### src/rtl/core/rpd_pkg.sv
`timescale 1ns / 1ps
// ----------------------------------------------------------------------------
// rpd_pkg: shared definitions for the ramped pid drive controller
// Field widths, register codes, limits and the structs passed between stages.
// ----------------------------------------------------------------------------
package rpd_pkg;

  // field widths
  localparam int TARGET_W   = 20;
  localparam int GAIN_W     = 10;
  localparam int FLOOR_W    = 7;
  localparam int CEIL_W     = 11;
  localparam int MODE_W     = 2;
  localparam int POS_W      = 21;
  localparam int HEAD_W     = 16;
  localparam int DRIVE_W    = 13;
  localparam int CFG_IDX_W  = 3;
  localparam int CFG_DATA_W = 20;

  // internal widths
  localparam int MEAS_W  = 21;
  localparam int SUM_W   = 31;
  localparam int DERIV_W = 21;
  localparam int RAMP_W  = 16;
  localparam int TERM_W  = 17;
  localparam int PROD_P_W = 30;
  localparam int PROD_I_W = 41;
  localparam int PROD_D_W = 31;
  localparam int PROD_H_W = 27;

  // control constants
  localparam int RAMP_STEP           = 5;
  localparam int MIN_POWER_MAGNITUDE = 5;
  localparam int HEAD_WRAP           = 360;
  localparam int DRIVE_MAX           = 4095;
  localparam int DRIVE_MIN           = -4096;

  // mode register bits
  localparam int MODE_TURN_BIT = 0;
  localparam int MODE_RAMP_BIT = 1;

  // register indexes
  typedef enum logic [CFG_IDX_W-1:0] {
    REG_MOVE_TARGET   = 3'd0,
    REG_GAIN_P        = 3'd1,
    REG_GAIN_I        = 3'd2,
    REG_GAIN_D        = 3'd3,
    REG_GAIN_HEADING  = 3'd4,
    REG_FLOOR_POWER   = 3'd5,
    REG_CEILING_POWER = 3'd6,
    REG_MODE          = 3'd7
  } cfg_reg_e;

  // input item kinds
  typedef enum logic {
    KIND_START  = 1'b0,
    KIND_SAMPLE = 1'b1
  } kind_e;

  // register file contents
  typedef struct packed {
    logic [TARGET_W-1:0] move_target;
    logic [GAIN_W-1:0]   gain_p;
    logic [GAIN_W-1:0]   gain_i;
    logic [GAIN_W-1:0]   gain_d;
    logic [GAIN_W-1:0]   gain_heading;
    logic [FLOOR_W-1:0]  floor_power;
    logic [CEIL_W-1:0]   ceiling_power;
    logic [MODE_W-1:0]   mode;
  } cfg_t;

  // state stage result
  typedef struct packed {
    logic                       zero;
    logic                       done;
    logic [TARGET_W-1:0]        err;
    logic [SUM_W-1:0]           sum;
    logic signed [DERIV_W-1:0]  deriv;
    logic [RAMP_W-1:0]          ramp;
    logic signed [TERM_W-1:0]   term;
  } st_t;

  // product stage result
  typedef struct packed {
    logic                        zero;
    logic                        done;
    logic [PROD_P_W-1:0]         p_prod;
    logic [PROD_I_W-1:0]         i_prod;
    logic signed [PROD_D_W-1:0]  d_prod;
    logic signed [PROD_H_W-1:0]  h_prod;
    logic [RAMP_W-1:0]           ramp;
  } prod_t;

endpackage

### src/rtl/core/rpd_chan_if.sv
`timescale 1ns / 1ps
// ----------------------------------------------------------------------------
// rpd channel interfaces
// Valid/ready channels for control samples and drive results.
// ----------------------------------------------------------------------------
interface rpd_in_if;
  logic                              valid;
  logic                              ready;
  logic                              kind;
  logic signed [rpd_pkg::POS_W-1:0]  left_position;
  logic signed [rpd_pkg::POS_W-1:0]  right_position;
  logic signed [rpd_pkg::HEAD_W-1:0] heading;

  modport source (output valid, kind, left_position, right_position, heading,
                  input ready);
  modport sink (input valid, kind, left_position, right_position, heading,
                output ready);
endinterface

interface rpd_out_if;
  logic                               valid;
  logic                               ready;
  logic signed [rpd_pkg::DRIVE_W-1:0] left_drive;
  logic signed [rpd_pkg::DRIVE_W-1:0] right_drive;
  logic                               done_res;

  modport source (output valid, left_drive, right_drive, done_res, input ready);
  modport sink (input valid, left_drive, right_drive, done_res, output ready);
endinterface

### src/rtl/core/rpd_cfg.sv
`timescale 1ns / 1ps
// ----------------------------------------------------------------------------
// rpd_cfg: configuration register file
// Write-only registers, loaded by index, reset to their default values.
// ----------------------------------------------------------------------------
module rpd_cfg (
  input  logic                               clk,
  input  logic                               rst,
  input  logic                               we,
  input  logic [rpd_pkg::CFG_IDX_W-1:0]      index,
  input  logic [rpd_pkg::CFG_DATA_W-1:0]     data,
  output rpd_pkg::cfg_t                      cfg
);

  // register writes
  always_ff @(posedge clk) begin
    if (rst) begin
      cfg.move_target   <= '0;
      cfg.gain_p        <= rpd_pkg::GAIN_W'(61);
      cfg.gain_i        <= '0;
      cfg.gain_d        <= rpd_pkg::GAIN_W'(51);
      cfg.gain_heading  <= '0;
      cfg.floor_power   <= rpd_pkg::FLOOR_W'(5);
      cfg.ceiling_power <= '1;
      cfg.mode          <= rpd_pkg::MODE_W'(2);
    end else if (we) begin
      unique case (rpd_pkg::cfg_reg_e'(index))
        rpd_pkg::REG_MOVE_TARGET:   cfg.move_target   <= data[rpd_pkg::TARGET_W-1:0];
        rpd_pkg::REG_GAIN_P:        cfg.gain_p        <= data[rpd_pkg::GAIN_W-1:0];
        rpd_pkg::REG_GAIN_I:        cfg.gain_i        <= data[rpd_pkg::GAIN_W-1:0];
        rpd_pkg::REG_GAIN_D:        cfg.gain_d        <= data[rpd_pkg::GAIN_W-1:0];
        rpd_pkg::REG_GAIN_HEADING:  cfg.gain_heading  <= data[rpd_pkg::GAIN_W-1:0];
        rpd_pkg::REG_FLOOR_POWER:   cfg.floor_power   <= data[rpd_pkg::FLOOR_W-1:0];
        rpd_pkg::REG_CEILING_POWER: cfg.ceiling_power <= data[rpd_pkg::CEIL_W-1:0];
        rpd_pkg::REG_MODE:          cfg.mode          <= data[rpd_pkg::MODE_W-1:0];
      endcase
    end
  end

endmodule

### src/rtl/core/rpd_state.sv
`timescale 1ns / 1ps
// ----------------------------------------------------------------------------
// rpd_state: input register and controller state update
// Forms the measurement, error, saturated integral, difference, ramp cap and
// heading term, and updates the move state once per transaction.
// ----------------------------------------------------------------------------
module rpd_state (
  input  logic          clk,
  input  logic          rst,
  input  rpd_pkg::cfg_t cfg,
  rpd_in_if.sink        in_ch,
  output logic          st_valid,
  input  logic          st_ready,
  output rpd_pkg::st_t  st
);

  // input register
  logic                              s1_valid;
  logic                              s1_kind;
  logic signed [rpd_pkg::POS_W-1:0]  s1_left;
  logic signed [rpd_pkg::POS_W-1:0]  s1_right;
  logic signed [rpd_pkg::HEAD_W-1:0] s1_head;

  // controller state
  logic [rpd_pkg::SUM_W-1:0]    error_sum;
  logic [rpd_pkg::TARGET_W-1:0] last_error;
  logic [rpd_pkg::RAMP_W-1:0]   ramp_cap;
  logic                         finished;

  logic s1_adv;
  logic s1_fire;
  logic is_start;

  logic [rpd_pkg::POS_W-1:0]      abs_l;
  logic [rpd_pkg::POS_W-1:0]      abs_r;
  logic [rpd_pkg::POS_W:0]        dist_sum;
  logic [rpd_pkg::HEAD_W-1:0]     abs_h;
  logic [rpd_pkg::MEAS_W-1:0]     meas;
  logic                           reached;
  logic [rpd_pkg::TARGET_W-1:0]   err;
  logic [rpd_pkg::SUM_W:0]        sum_wide;
  logic [rpd_pkg::SUM_W-1:0]      sum_next;
  logic signed [rpd_pkg::DERIV_W-1:0] deriv;
  logic [rpd_pkg::RAMP_W:0]       ramp_wide;
  logic [rpd_pkg::RAMP_W-1:0]     ramp_next;
  logic signed [rpd_pkg::TERM_W-1:0] head_x;
  logic signed [rpd_pkg::TERM_W-1:0] term;

  // stage handshakes
  assign s1_adv      = !st_valid || st_ready;
  assign s1_fire     = s1_valid && s1_adv;
  assign in_ch.ready = !s1_valid || s1_adv;
  assign is_start    = (s1_kind == rpd_pkg::KIND_START);

  always_ff @(posedge clk) begin
    if (rst) begin
      s1_valid <= 1'b0;
    end else if (in_ch.ready) begin
      s1_valid <= in_ch.valid;
    end
  end

  always_ff @(posedge clk) begin
    if (in_ch.valid && in_ch.ready) begin
      s1_kind  <= in_ch.kind;
      s1_left  <= in_ch.left_position;
      s1_right <= in_ch.right_position;
      s1_head  <= in_ch.heading;
    end
  end

  // measurement and target check
  always_comb begin
    abs_l    = s1_left[rpd_pkg::POS_W-1] ? rpd_pkg::POS_W'(-s1_left)
                                         : rpd_pkg::POS_W'(s1_left);
    abs_r    = s1_right[rpd_pkg::POS_W-1] ? rpd_pkg::POS_W'(-s1_right)
                                          : rpd_pkg::POS_W'(s1_right);
    dist_sum = {1'b0, abs_l} + {1'b0, abs_r};
    abs_h    = s1_head[rpd_pkg::HEAD_W-1] ? rpd_pkg::HEAD_W'(-s1_head)
                                          : rpd_pkg::HEAD_W'(s1_head);
    if (cfg.mode[rpd_pkg::MODE_TURN_BIT]) begin
      meas = rpd_pkg::MEAS_W'(abs_h);
    end else begin
      meas = dist_sum[rpd_pkg::POS_W:1];
    end
    reached = finished || ({1'b0, cfg.move_target} <= meas);
    err     = cfg.move_target - meas[rpd_pkg::TARGET_W-1:0];
  end

  // integral with saturation, difference, ramp cap
  always_comb begin
    sum_wide  = {1'b0, error_sum} + (rpd_pkg::SUM_W + 1)'(err);
    sum_next  = sum_wide[rpd_pkg::SUM_W] ? '1 : sum_wide[rpd_pkg::SUM_W-1:0];
    deriv     = signed'({1'b0, err}) - signed'({1'b0, last_error});
    ramp_wide = {1'b0, ramp_cap} + (rpd_pkg::RAMP_W + 1)'(rpd_pkg::RAMP_STEP);
    if (cfg.mode[rpd_pkg::MODE_RAMP_BIT]) begin
      ramp_next = ramp_wide[rpd_pkg::RAMP_W] ? '1 : ramp_wide[rpd_pkg::RAMP_W-1:0];
    end else begin
      ramp_next = ramp_cap;
    end
  end

  // heading term, negative headings wrap by a full turn and are negated
  always_comb begin
    head_x = rpd_pkg::TERM_W'(s1_head);
    if (s1_head[rpd_pkg::HEAD_W-1]) begin
      term = -(head_x + rpd_pkg::TERM_W'(rpd_pkg::HEAD_WRAP));
    end else begin
      term = head_x;
    end
  end

  // state update
  always_ff @(posedge clk) begin
    if (rst) begin
      error_sum  <= '0;
      last_error <= '0;
      ramp_cap   <= '0;
      finished   <= 1'b0;
    end else if (s1_fire) begin
      if (is_start) begin
        error_sum  <= '0;
        last_error <= '0;
        ramp_cap   <= '0;
        finished   <= 1'b0;
      end else if (reached) begin
        finished <= 1'b1;
      end else begin
        error_sum  <= sum_next;
        last_error <= err;
        ramp_cap   <= ramp_next;
      end
    end
  end

  // stage register
  always_ff @(posedge clk) begin
    if (rst) begin
      st_valid <= 1'b0;
    end else if (s1_adv) begin
      st_valid <= s1_valid;
    end
  end

  always_ff @(posedge clk) begin
    if (s1_fire) begin
      st.zero  <= is_start || reached;
      st.done  <= !is_start && reached;
      st.err   <= err;
      st.sum   <= sum_next;
      st.deriv <= deriv;
      st.ramp  <= ramp_next;
      st.term  <= term;
    end
  end

  // checks
  a_start_clears: assert property (@(posedge clk) disable iff (rst)
    s1_fire && is_start |=> !finished && error_sum == '0 && ramp_cap == '0)
    else $error("start transaction did not clear move state");

  a_done_sticks: assert property (@(posedge clk) disable iff (rst)
    finished && !(s1_fire && is_start) |=> finished)
    else $error("done state left without a start");

  a_sum_monotonic: assert property (@(posedge clk) disable iff (rst)
    s1_fire && !is_start |=> error_sum >= $past(error_sum))
    else $error("integral decreased on a sample");

  a_err_nonzero: assert property (@(posedge clk) disable iff (rst)
    st_valid && !st.zero |-> st.err != '0)
    else $error("computing result with zero error");

endmodule

### src/rtl/core/rpd_mult.sv
`timescale 1ns / 1ps
// ----------------------------------------------------------------------------
// rpd_mult: gain products
// Forms the proportional, integral, derivative and heading products in
// parallel and registers them.
// ----------------------------------------------------------------------------
module rpd_mult (
  input  logic          clk,
  input  logic          rst,
  input  rpd_pkg::cfg_t cfg,
  input  logic          st_valid,
  output logic          st_ready,
  input  rpd_pkg::st_t  st,
  output logic          pr_valid,
  input  logic          pr_ready,
  output rpd_pkg::prod_t pr
);

  logic [rpd_pkg::PROD_P_W-1:0]        p_prod;
  logic [rpd_pkg::PROD_I_W-1:0]        i_prod;
  logic signed [rpd_pkg::PROD_D_W-1:0] d_prod;
  logic signed [rpd_pkg::PROD_H_W-1:0] h_prod;

  assign st_ready = !pr_valid || pr_ready;

  // multipliers
  always_comb begin
    p_prod = rpd_pkg::PROD_P_W'(cfg.gain_p) * rpd_pkg::PROD_P_W'(st.err);
    i_prod = rpd_pkg::PROD_I_W'(cfg.gain_i) * rpd_pkg::PROD_I_W'(st.sum);
    d_prod = rpd_pkg::PROD_D_W'(signed'({1'b0, cfg.gain_d}))
           * rpd_pkg::PROD_D_W'(st.deriv);
    h_prod = rpd_pkg::PROD_H_W'(signed'({1'b0, cfg.gain_heading}))
           * rpd_pkg::PROD_H_W'(st.term);
  end

  // stage register
  always_ff @(posedge clk) begin
    if (rst) begin
      pr_valid <= 1'b0;
    end else if (st_ready) begin
      pr_valid <= st_valid;
    end
  end

  always_ff @(posedge clk) begin
    if (st_valid && st_ready) begin
      pr.zero   <= st.zero;
      pr.done   <= st.done;
      pr.p_prod <= p_prod;
      pr.i_prod <= i_prod;
      pr.d_prod <= d_prod;
      pr.h_prod <= h_prod;
      pr.ramp   <= st.ramp;
    end
  end

endmodule

### src/rtl/core/rpd_shape.sv
`timescale 1ns / 1ps
// ----------------------------------------------------------------------------
// rpd_shape: power shaping and result register
// Sums pid products, scales by 1/256 toward zero, applies ramp cap (ramp mode),
// minimum substitute, ceiling, heading correction (not turn mode), saturates.
// ----------------------------------------------------------------------------
module rpd_shape (
  input  logic           clk,
  input  logic           rst,
  input  rpd_pkg::cfg_t  cfg,
  input  logic           pr_valid,
  output logic           pr_ready,
  input  rpd_pkg::prod_t pr,
  rpd_out_if.source      out_ch
);

  localparam int RAW_W   = 44;
  localparam int POWER_W = RAW_W - 8;
  localparam int CORR_W  = rpd_pkg::PROD_H_W - 8;
  localparam int CALC_W  = POWER_W + 1;

  logic signed [RAW_W-1:0]    raw;
  logic signed [RAW_W-1:0]    raw_adj;
  logic signed [POWER_W-1:0]  pow0;
  logic signed [POWER_W-1:0]  pow1;
  logic signed [POWER_W-1:0]  pow2;
  logic signed [POWER_W-1:0]  pow3;
  logic signed [POWER_W-1:0]  ramp_s;
  logic signed [POWER_W-1:0]  floor_s;
  logic signed [POWER_W-1:0]  ceil_s;
  logic signed [POWER_W-1:0]  min_s;
  logic signed [rpd_pkg::PROD_H_W-1:0] h_adj;
  logic signed [CORR_W-1:0]   corr;
  logic signed [CALC_W-1:0]   pow_x;
  logic signed [CALC_W-1:0]   corr_x;
  logic signed [CALC_W-1:0]   ldrv;
  logic signed [CALC_W-1:0]   rdrv;

  function automatic logic signed [rpd_pkg::DRIVE_W-1:0] drive_sat(
    input logic signed [CALC_W-1:0] v
  );
    logic signed [rpd_pkg::DRIVE_W-1:0] r;
    if (v > CALC_W'(rpd_pkg::DRIVE_MAX)) begin
      r = rpd_pkg::DRIVE_W'(rpd_pkg::DRIVE_MAX);
    end else if (v < CALC_W'(rpd_pkg::DRIVE_MIN)) begin
      r = rpd_pkg::DRIVE_W'(rpd_pkg::DRIVE_MIN);
    end else begin
      r = rpd_pkg::DRIVE_W'(v);
    end
    return r;
  endfunction

  assign pr_ready = !out_ch.valid || out_ch.ready;

  // pid sum, divide by 256 toward zero
  always_comb begin
    raw = RAW_W'(signed'({1'b0, pr.p_prod})) + RAW_W'(signed'({1'b0, pr.i_prod}))
        + RAW_W'(pr.d_prod);
    raw_adj = raw + (raw[RAW_W-1] ? RAW_W'(255) : RAW_W'(0));
    pow0    = signed'(raw_adj[RAW_W-1:8]);
  end

  // ramp cap, minimum substitute, ceiling
  always_comb begin
    ramp_s  = POWER_W'(pr.ramp);
    floor_s = POWER_W'(cfg.floor_power);
    ceil_s  = POWER_W'(cfg.ceiling_power);
    min_s   = POWER_W'(rpd_pkg::MIN_POWER_MAGNITUDE);
    if (cfg.mode[rpd_pkg::MODE_RAMP_BIT] && (pow0 > ramp_s)) begin
      pow1 = ramp_s;
    end else begin
      pow1 = pow0;
    end
    if ((pow1 < min_s) && (pow1 > -min_s)) begin
      pow2 = floor_s;
    end else begin
      pow2 = pow1;
    end
    pow3 = (pow2 > ceil_s) ? ceil_s : pow2;
  end

  // heading correction and wheel split
  always_comb begin
    h_adj  = pr.h_prod + (pr.h_prod[rpd_pkg::PROD_H_W-1] ? rpd_pkg::PROD_H_W'(255)
                                                        : rpd_pkg::PROD_H_W'(0));
    corr   = signed'(h_adj[rpd_pkg::PROD_H_W-1:8]);
    pow_x  = CALC_W'(pow3);
    corr_x = CALC_W'(corr);
    if (cfg.mode[rpd_pkg::MODE_TURN_BIT]) begin
      ldrv = pow_x;
      rdrv = -pow_x;
    end else begin
      ldrv = pow_x - corr_x;
      rdrv = pow_x + corr_x;
    end
  end

  // result register
  always_ff @(posedge clk) begin
    if (rst) begin
      out_ch.valid <= 1'b0;
    end else if (pr_ready) begin
      out_ch.valid <= pr_valid;
    end
  end

  always_ff @(posedge clk) begin
    if (pr_valid && pr_ready) begin
      out_ch.done_res <= pr.done;
      if (pr.zero) begin
        out_ch.left_drive  <= '0;
        out_ch.right_drive <= '0;
      end else begin
        out_ch.left_drive  <= drive_sat(ldrv);
        out_ch.right_drive <= drive_sat(rdrv);
      end
    end
  end

  // checks
  a_done_zero_drive: assert property (@(posedge clk) disable iff (rst)
    pr_valid && pr_ready && pr.done |=>
      out_ch.valid && out_ch.done_res && out_ch.left_drive == '0
      && out_ch.right_drive == '0)
    else $error("done result carries drive");

endmodule

### src/rtl/core/ramped_pid_drive_controller_core.sv
`timescale 1ns / 1ps
// ----------------------------------------------------------------------------
// ramped_pid_drive_controller_core: pid drive controller with slew limit
// Start and sample transactions in, one drive result out per transaction.
//
//   channel   role    handshake        payload
//   in_ch     sink    valid / ready    kind, left_position, right_position,
//                                      heading
//   out_ch    source  valid / ready    left_drive, right_drive, done_res
//   cfg       write   cfg_we           cfg_index, cfg_data
//
// One transaction per cycle unless out_ch stalls; the state update (measurement,
// error, saturating integral) is written as the item enters the state stage.
// Reset loads the register defaults and clears state and all stage valids.
// Each stage holds its item while the next is full; in_ch.ready falls only
// when all four stage registers hold items and out_ch is stalled.
// ----------------------------------------------------------------------------
module ramped_pid_drive_controller_core (
  input  logic                           clk,
  input  logic                           rst,
  input  logic                           cfg_we,
  input  logic [rpd_pkg::CFG_IDX_W-1:0]  cfg_index,
  input  logic [rpd_pkg::CFG_DATA_W-1:0] cfg_data,
  rpd_in_if.sink                         in_ch,
  rpd_out_if.source                      out_ch
);

  rpd_pkg::cfg_t  cfg;
  rpd_pkg::st_t   st;
  rpd_pkg::prod_t pr;
  logic           st_valid;
  logic           st_ready;
  logic           pr_valid;
  logic           pr_ready;

  // configuration registers
  rpd_cfg u_cfg (
    .clk   (clk),
    .rst   (rst),
    .we    (cfg_we),
    .index (cfg_index),
    .data  (cfg_data),
    .cfg   (cfg)
  );

  // input register and state update
  rpd_state u_state (
    .clk      (clk),
    .rst      (rst),
    .cfg      (cfg),
    .in_ch    (in_ch),
    .st_valid (st_valid),
    .st_ready (st_ready),
    .st       (st)
  );

  // gain products
  rpd_mult u_mult (
    .clk      (clk),
    .rst      (rst),
    .cfg      (cfg),
    .st_valid (st_valid),
    .st_ready (st_ready),
    .st       (st),
    .pr_valid (pr_valid),
    .pr_ready (pr_ready),
    .pr       (pr)
  );

  // shaping and result register
  rpd_shape u_shape (
    .clk      (clk),
    .rst      (rst),
    .cfg      (cfg),
    .pr_valid (pr_valid),
    .pr_ready (pr_ready),
    .pr       (pr),
    .out_ch   (out_ch)
  );

endmodule
### src/flat_wrapper.sv
// flat-port wrapper written by rule: the top's interface ports become plain ports
module ramped_pid_drive_controller_core_flat 
  (clk, rst, cfg_we, cfg_index, cfg_data, in_ch_valid, in_ch_kind, in_ch_left_position, in_ch_right_position, in_ch_heading, in_ch_ready, out_ch_valid, out_ch_left_drive, out_ch_right_drive, out_ch_done_res, out_ch_ready);
  rpd_in_if in_ch_i ();
  rpd_out_if out_ch_i ();
  input  logic clk;
  input  logic rst;
  input  logic cfg_we;
  input  logic [rpd_pkg::CFG_IDX_W-1:0] cfg_index;
  input  logic [rpd_pkg::CFG_DATA_W-1:0] cfg_data;
  input wire logic [$bits(in_ch_i.valid)-1:0] in_ch_valid;
  input wire logic [$bits(in_ch_i.kind)-1:0] in_ch_kind;
  input wire logic [$bits(in_ch_i.left_position)-1:0] in_ch_left_position;
  input wire logic [$bits(in_ch_i.right_position)-1:0] in_ch_right_position;
  input wire logic [$bits(in_ch_i.heading)-1:0] in_ch_heading;
  output wire logic [$bits(in_ch_i.ready)-1:0] in_ch_ready;
  output wire logic [$bits(out_ch_i.valid)-1:0] out_ch_valid;
  output wire logic [$bits(out_ch_i.left_drive)-1:0] out_ch_left_drive;
  output wire logic [$bits(out_ch_i.right_drive)-1:0] out_ch_right_drive;
  output wire logic [$bits(out_ch_i.done_res)-1:0] out_ch_done_res;
  input wire logic [$bits(out_ch_i.ready)-1:0] out_ch_ready;
  assign in_ch_i.valid = in_ch_valid;
  assign in_ch_i.kind = in_ch_kind;
  assign in_ch_i.left_position = in_ch_left_position;
  assign in_ch_i.right_position = in_ch_right_position;
  assign in_ch_i.heading = in_ch_heading;
  assign in_ch_ready = in_ch_i.ready;
  assign out_ch_valid = out_ch_i.valid;
  assign out_ch_left_drive = out_ch_i.left_drive;
  assign out_ch_right_drive = out_ch_i.right_drive;
  assign out_ch_done_res = out_ch_i.done_res;
  assign out_ch_i.ready = out_ch_ready;
  ramped_pid_drive_controller_core u_core (.clk(clk), .rst(rst), .cfg_we(cfg_we), .cfg_index(cfg_index), .cfg_data(cfg_data), .in_ch(in_ch_i), .out_ch(out_ch_i));
endmodule
### config.mk
export PLATFORM = sky130hd
export DESIGN_NAME = ramped_pid_drive_controller_core_flat
export DESIGN_NICKNAME = d
export VERILOG_FILES = /design/src/rtl/core/rpd_pkg.sv /design/src/rtl/core/rpd_chan_if.sv /design/src/rtl/core/rpd_cfg.sv /design/src/rtl/core/rpd_state.sv /design/src/rtl/core/rpd_mult.sv /design/src/rtl/core/rpd_shape.sv /design/src/rtl/core/ramped_pid_drive_controller_core.sv /design/src/flat_wrapper.sv
export SDC_FILE = /design/constraint.sdc
export NUM_CORES = 2
export LEC_CHECK = 0
export BUFFER_PORTS_ARGS = -buffer_cell sky130_fd_sc_hd__buf_2
export CORE_ASPECT_RATIO = 1.75
export CORE_MARGIN = 1.5
export CORE_UTILIZATION = 37
export DETAILED_ROUTE_END_ITERATION = 8
export PLACE_DENSITY = 0.57
export SYNTH_ARGS = -nofsm -noshare
export SYNTH_HDL_FRONTEND = slang
export SYNTH_SLANG_ARGS = --single-unit
### constraint.sdc
create_clock -name clk -period 53.5 [get_ports clk]
set_clock_uncertainty 0.15 [all_clocks]
set_input_delay 10.7 -clock clk [delete_from_list [all_inputs] [get_ports clk]]
set_output_delay 10.7 -clock clk [all_outputs]
set_load 0.05 [all_outputs]
==> metrics.csv <==
stage,metric,value,unit
cells_and_area,fill_cells,16800,
worst_setup_path,cp.required,53.79,ns
worst_setup_path,worstPathArrival,24.82,ns
die,die_h,547,um
sta,slew_headroom,0.120,
cts,clkLatencyLatePin,0.64,ns
cts,cts.sinks,492,
worst_setup_path,max_stage_delay,0.84,ns
die,rows,199,
synthesis,synth_top_area_share,0.228,
grt,grt_use_met2,0.421,
synthesis,syn_area_per_cell,8.92,um2
cts,post_cts_buffers,0,
grt,gr-usage-met1,0.236,
cts,holdBufCountCts,0,
worst_setup_path,worstSetupPathType,reg2reg,
synthesis,synth_common_cells,"inv_1 (900), nand2_1 (869), fa_1 (712)",
placement,dp.cells,9111,
synthesis,yosysSeqAreaShare,0.212,
route,dr.pass1.iters,6,
sta,finalHoldViolations,0,
cts,clkTransAtPathRegs,0.07,ns
worst_setup_path,critPathMostFrequentCell,a21oi_1,
grt,grtUsageTotal,0.223,
worst_setup_path,rr_startpoint,u_core.u_mult.pr[75]$_DFFE_PP_,
route,wl_per_cell,20.8,um
cells_and_area,area_growth,7.39,%
cells_and_area,drive_gt1_frac,0.0582,
flow_run,cap_violations,0,
synthesis,synth.area.top_cells,"fa_1 (23%), edfxtp_1 (16%), ha_1 (11%)",
synthesis,synth_nets,8361,
die,die_w,314,um
sta,whs,0.268,ns
cts,clk_path_buf_depth,3,
route,via_count,49100,
worst_setup_path,critPathSlowestCell,nor4_1,
sta,tightest_slew,1.30,ns
cts,numCtsBuffers,50,
synthesis,ys_types,101,
synthesis,synthFlopType,edfxtp_1,
synthesis,syn-instance-count,7022,
synthesis,synth-seq-cells,492,
route,finalWirelength,192000,um
sta,setup-tns-final,0,ns
synthesis,netlist_area,62600,um2
outcome,status,"finished, final reports clean",
worst_setup_path,startpoint_type,flop,
route,vias_per_cell,5.33,
grt,globalRouteOverflowTotal,0,
cts,root_buffer,clkbuf_16,
route,drtIter0Drc,2792,
worst_hold_path,hold_path_startpoint,u_core.u_state.st[22]$_DFFE_PP_,
synthesis,yosysMostFrequentCell,inv_1,
synthesis,async_flop_share,0,
synthesis,synth_edf_count,340,
cts,tritoncts,done,
placement,portBuffers,115,
worst_hold_path,hold_path_class,reg2reg,
worst_setup_path,reg2reg_to,u_core.u_shape.out_ch.right_drive[1]$_SDFFCE_PP0P_,
grt,grt_use_met3,0.0182,
die,core_region_area,168000,um2
cts,postCtsResizedCells,0,
worst_setup_path,rrSetupSlack,28.98,ns
worst_setup_path,cp_max_fo,24,
sta,period_needed,24.52,ns
die,fp.dieArea,172000,um2
worst_setup_path,endpoint_kind,flop,
route,antenna_left,0,
worst_hold_path,whs_endpoint,u_core.u_mult.pr[5]$_DFFE_PP_,
cts,cts_max_level,2,
worst_setup_path,ff2ff_path_depth,98,
sta,max_freq,0.0408,GHz
die,start_util,0.373,
placement,dp_hpwl,156000,um
grt,grt.busiest_layer,met2,
synthesis,synth_warnings,0,
sta,fin_crit_sh,0.458,
worst_hold_path,holdPathStages,0,
cells_and_area,fin_nets,8291,
grt,grt_max_degree,76,
die,io_pins,116,
sta,rsz0062_at_grt,false,
sta,drv_slew,0,
placement,gp_congestion,0.951,
cells_and_area,instances_no_fill,9210,
grt,antenna_found_initial,7,
synthesis,synth_largest_area_cell,fa_1,
route,drc_errors,0,
cells_and_area,utilization,0.400,
grt,grt_pass1_wl,295000,um
sta,setup_viol,0,
grt,grt_pass1_vias,51300,
worst max path at each step:
stage | startpoint | endpoint | slack, ns | depth (start not counted)
6_report | u_core.u_mult.pr[75]$_DFFE_PP_ | u_core.u_shape.out_ch.right_drive[1]$_SDFFCE_PP0P_ | 28.98 | 98
3_5_place_dp | u_core.u_mult.pr[75]$_DFFE_PP_ | u_core.u_shape.out_ch.right_drive[1]$_SDFFCE_PP0P_ | 29.43 | 99
3_3_place_gp | u_core.u_mult.pr[75]$_DFFE_PP_ | u_core.u_shape.out_ch.right_drive[0]$_SDFFCE_PP0P_ | 29.75 | 99
2_1_floorplan | out_ch_ready | u_core.u_mult.pr[0]$_DFFE_PP_ | 31.07 | 2
5_1_grt | u_core.u_mult.pr[75]$_DFFE_PP_ | u_core.u_shape.out_ch.right_drive[1]$_SDFFCE_PP0P_ | 26.90 | 98
4_1_cts | u_core.u_mult.pr[75]$_DFFE_PP_ | u_core.u_shape.out_ch.right_drive[0]$_SDFFCE_PP0P_ | 29.26 | 99
logic make-up (layout without fill, tap and decap cells):
family	count (synthesis)	in the layout	share of synthesized area
multiplexers	50	50	0.00819
AND/OR/NAND/NOR	2352	2352	0.183
flip-flops	492	492	0.212
AO/OA/AOI/OAI	1228	1228	0.127
buffers and inverters	1217	1188	0.0738
other	0	6	0
XOR/XNOR	431	431	0.0606
adder cells (fa/ha/maj)	1252	1252	0.336
worst max-delay path, delay by kind of cell (launching register included):
kind / cells / cell delay (ns)
flops: 1 / 0.40
xor+xnor: 4 / 1.27
simple gates: 20 / 4.55
buf+inv: 2 / 0.23
compound gates: 66 / 15.57
fa+ha+maj: 6 / 2.07
area by class of cell:
type	instances	area, um2	area share
multi-input cells	5313	44800	0.666
flip-flops and latches	492	13300	0.197
inverters	902	3390	0.0504
well taps	2211	2770	0.0411
clock buffers	59	1380	0.0205
repair buffers	193	1160	0.0173
clock inverters	34	460	0.00685
diodes	6	15.0	0.000223
per-stage QoR:
step           setup WS, ns  cell area, um2
2_1_floorplan         31.07           62600
3_3_place_gp          29.75           65400
3_5_place_dp          29.43           65400
4_1_cts               29.26           67200
5_1_grt               26.90           67200
6_report              28.98           67200
layout by cell type, fill, tap and decap left out, drive strengths merged, types with 152 or more instances in the layout:
master	netlist	final
xnor2	350	350
and2	493	493
edfxtp	340	340
buf	42	193
nor2	403	403
o21ai	243	243
inv	900	908
a21oi	400	400
dfxtp	152	152
nand2	872	872
ha	540	540
fa	712	712
flip-flops by register name, summed over array words and instances (netlist names), 13 cells and up:
name / count
u_core.u_state.s1_left: 21
u_core.u_state.error_sum: 31
u_core.u_cfg.cfg: 80
u_core.u_state.ramp_cap: 16
u_core.u_mult.pr: 147
u_core.u_state.last_error: 20
u_core.u_state.s1_head: 16
u_core.u_state.s1_right: 21
u_core.u_shape.out_ch.left_drive: 13
u_core.u_state.st: 107
u_core.u_shape.out_ch.right_drive: 13
per-layer routing:
metal	up-vias	wire (um)
li1	23100	-
met5	-	23
met3	391	6080
met4	4	13700
met2	1120	102000
met1	24500	70300
Power is left out: the tool's default activity adds up to more than one toggle a clock period on the data nets, which glitch-free logic cannot reach.
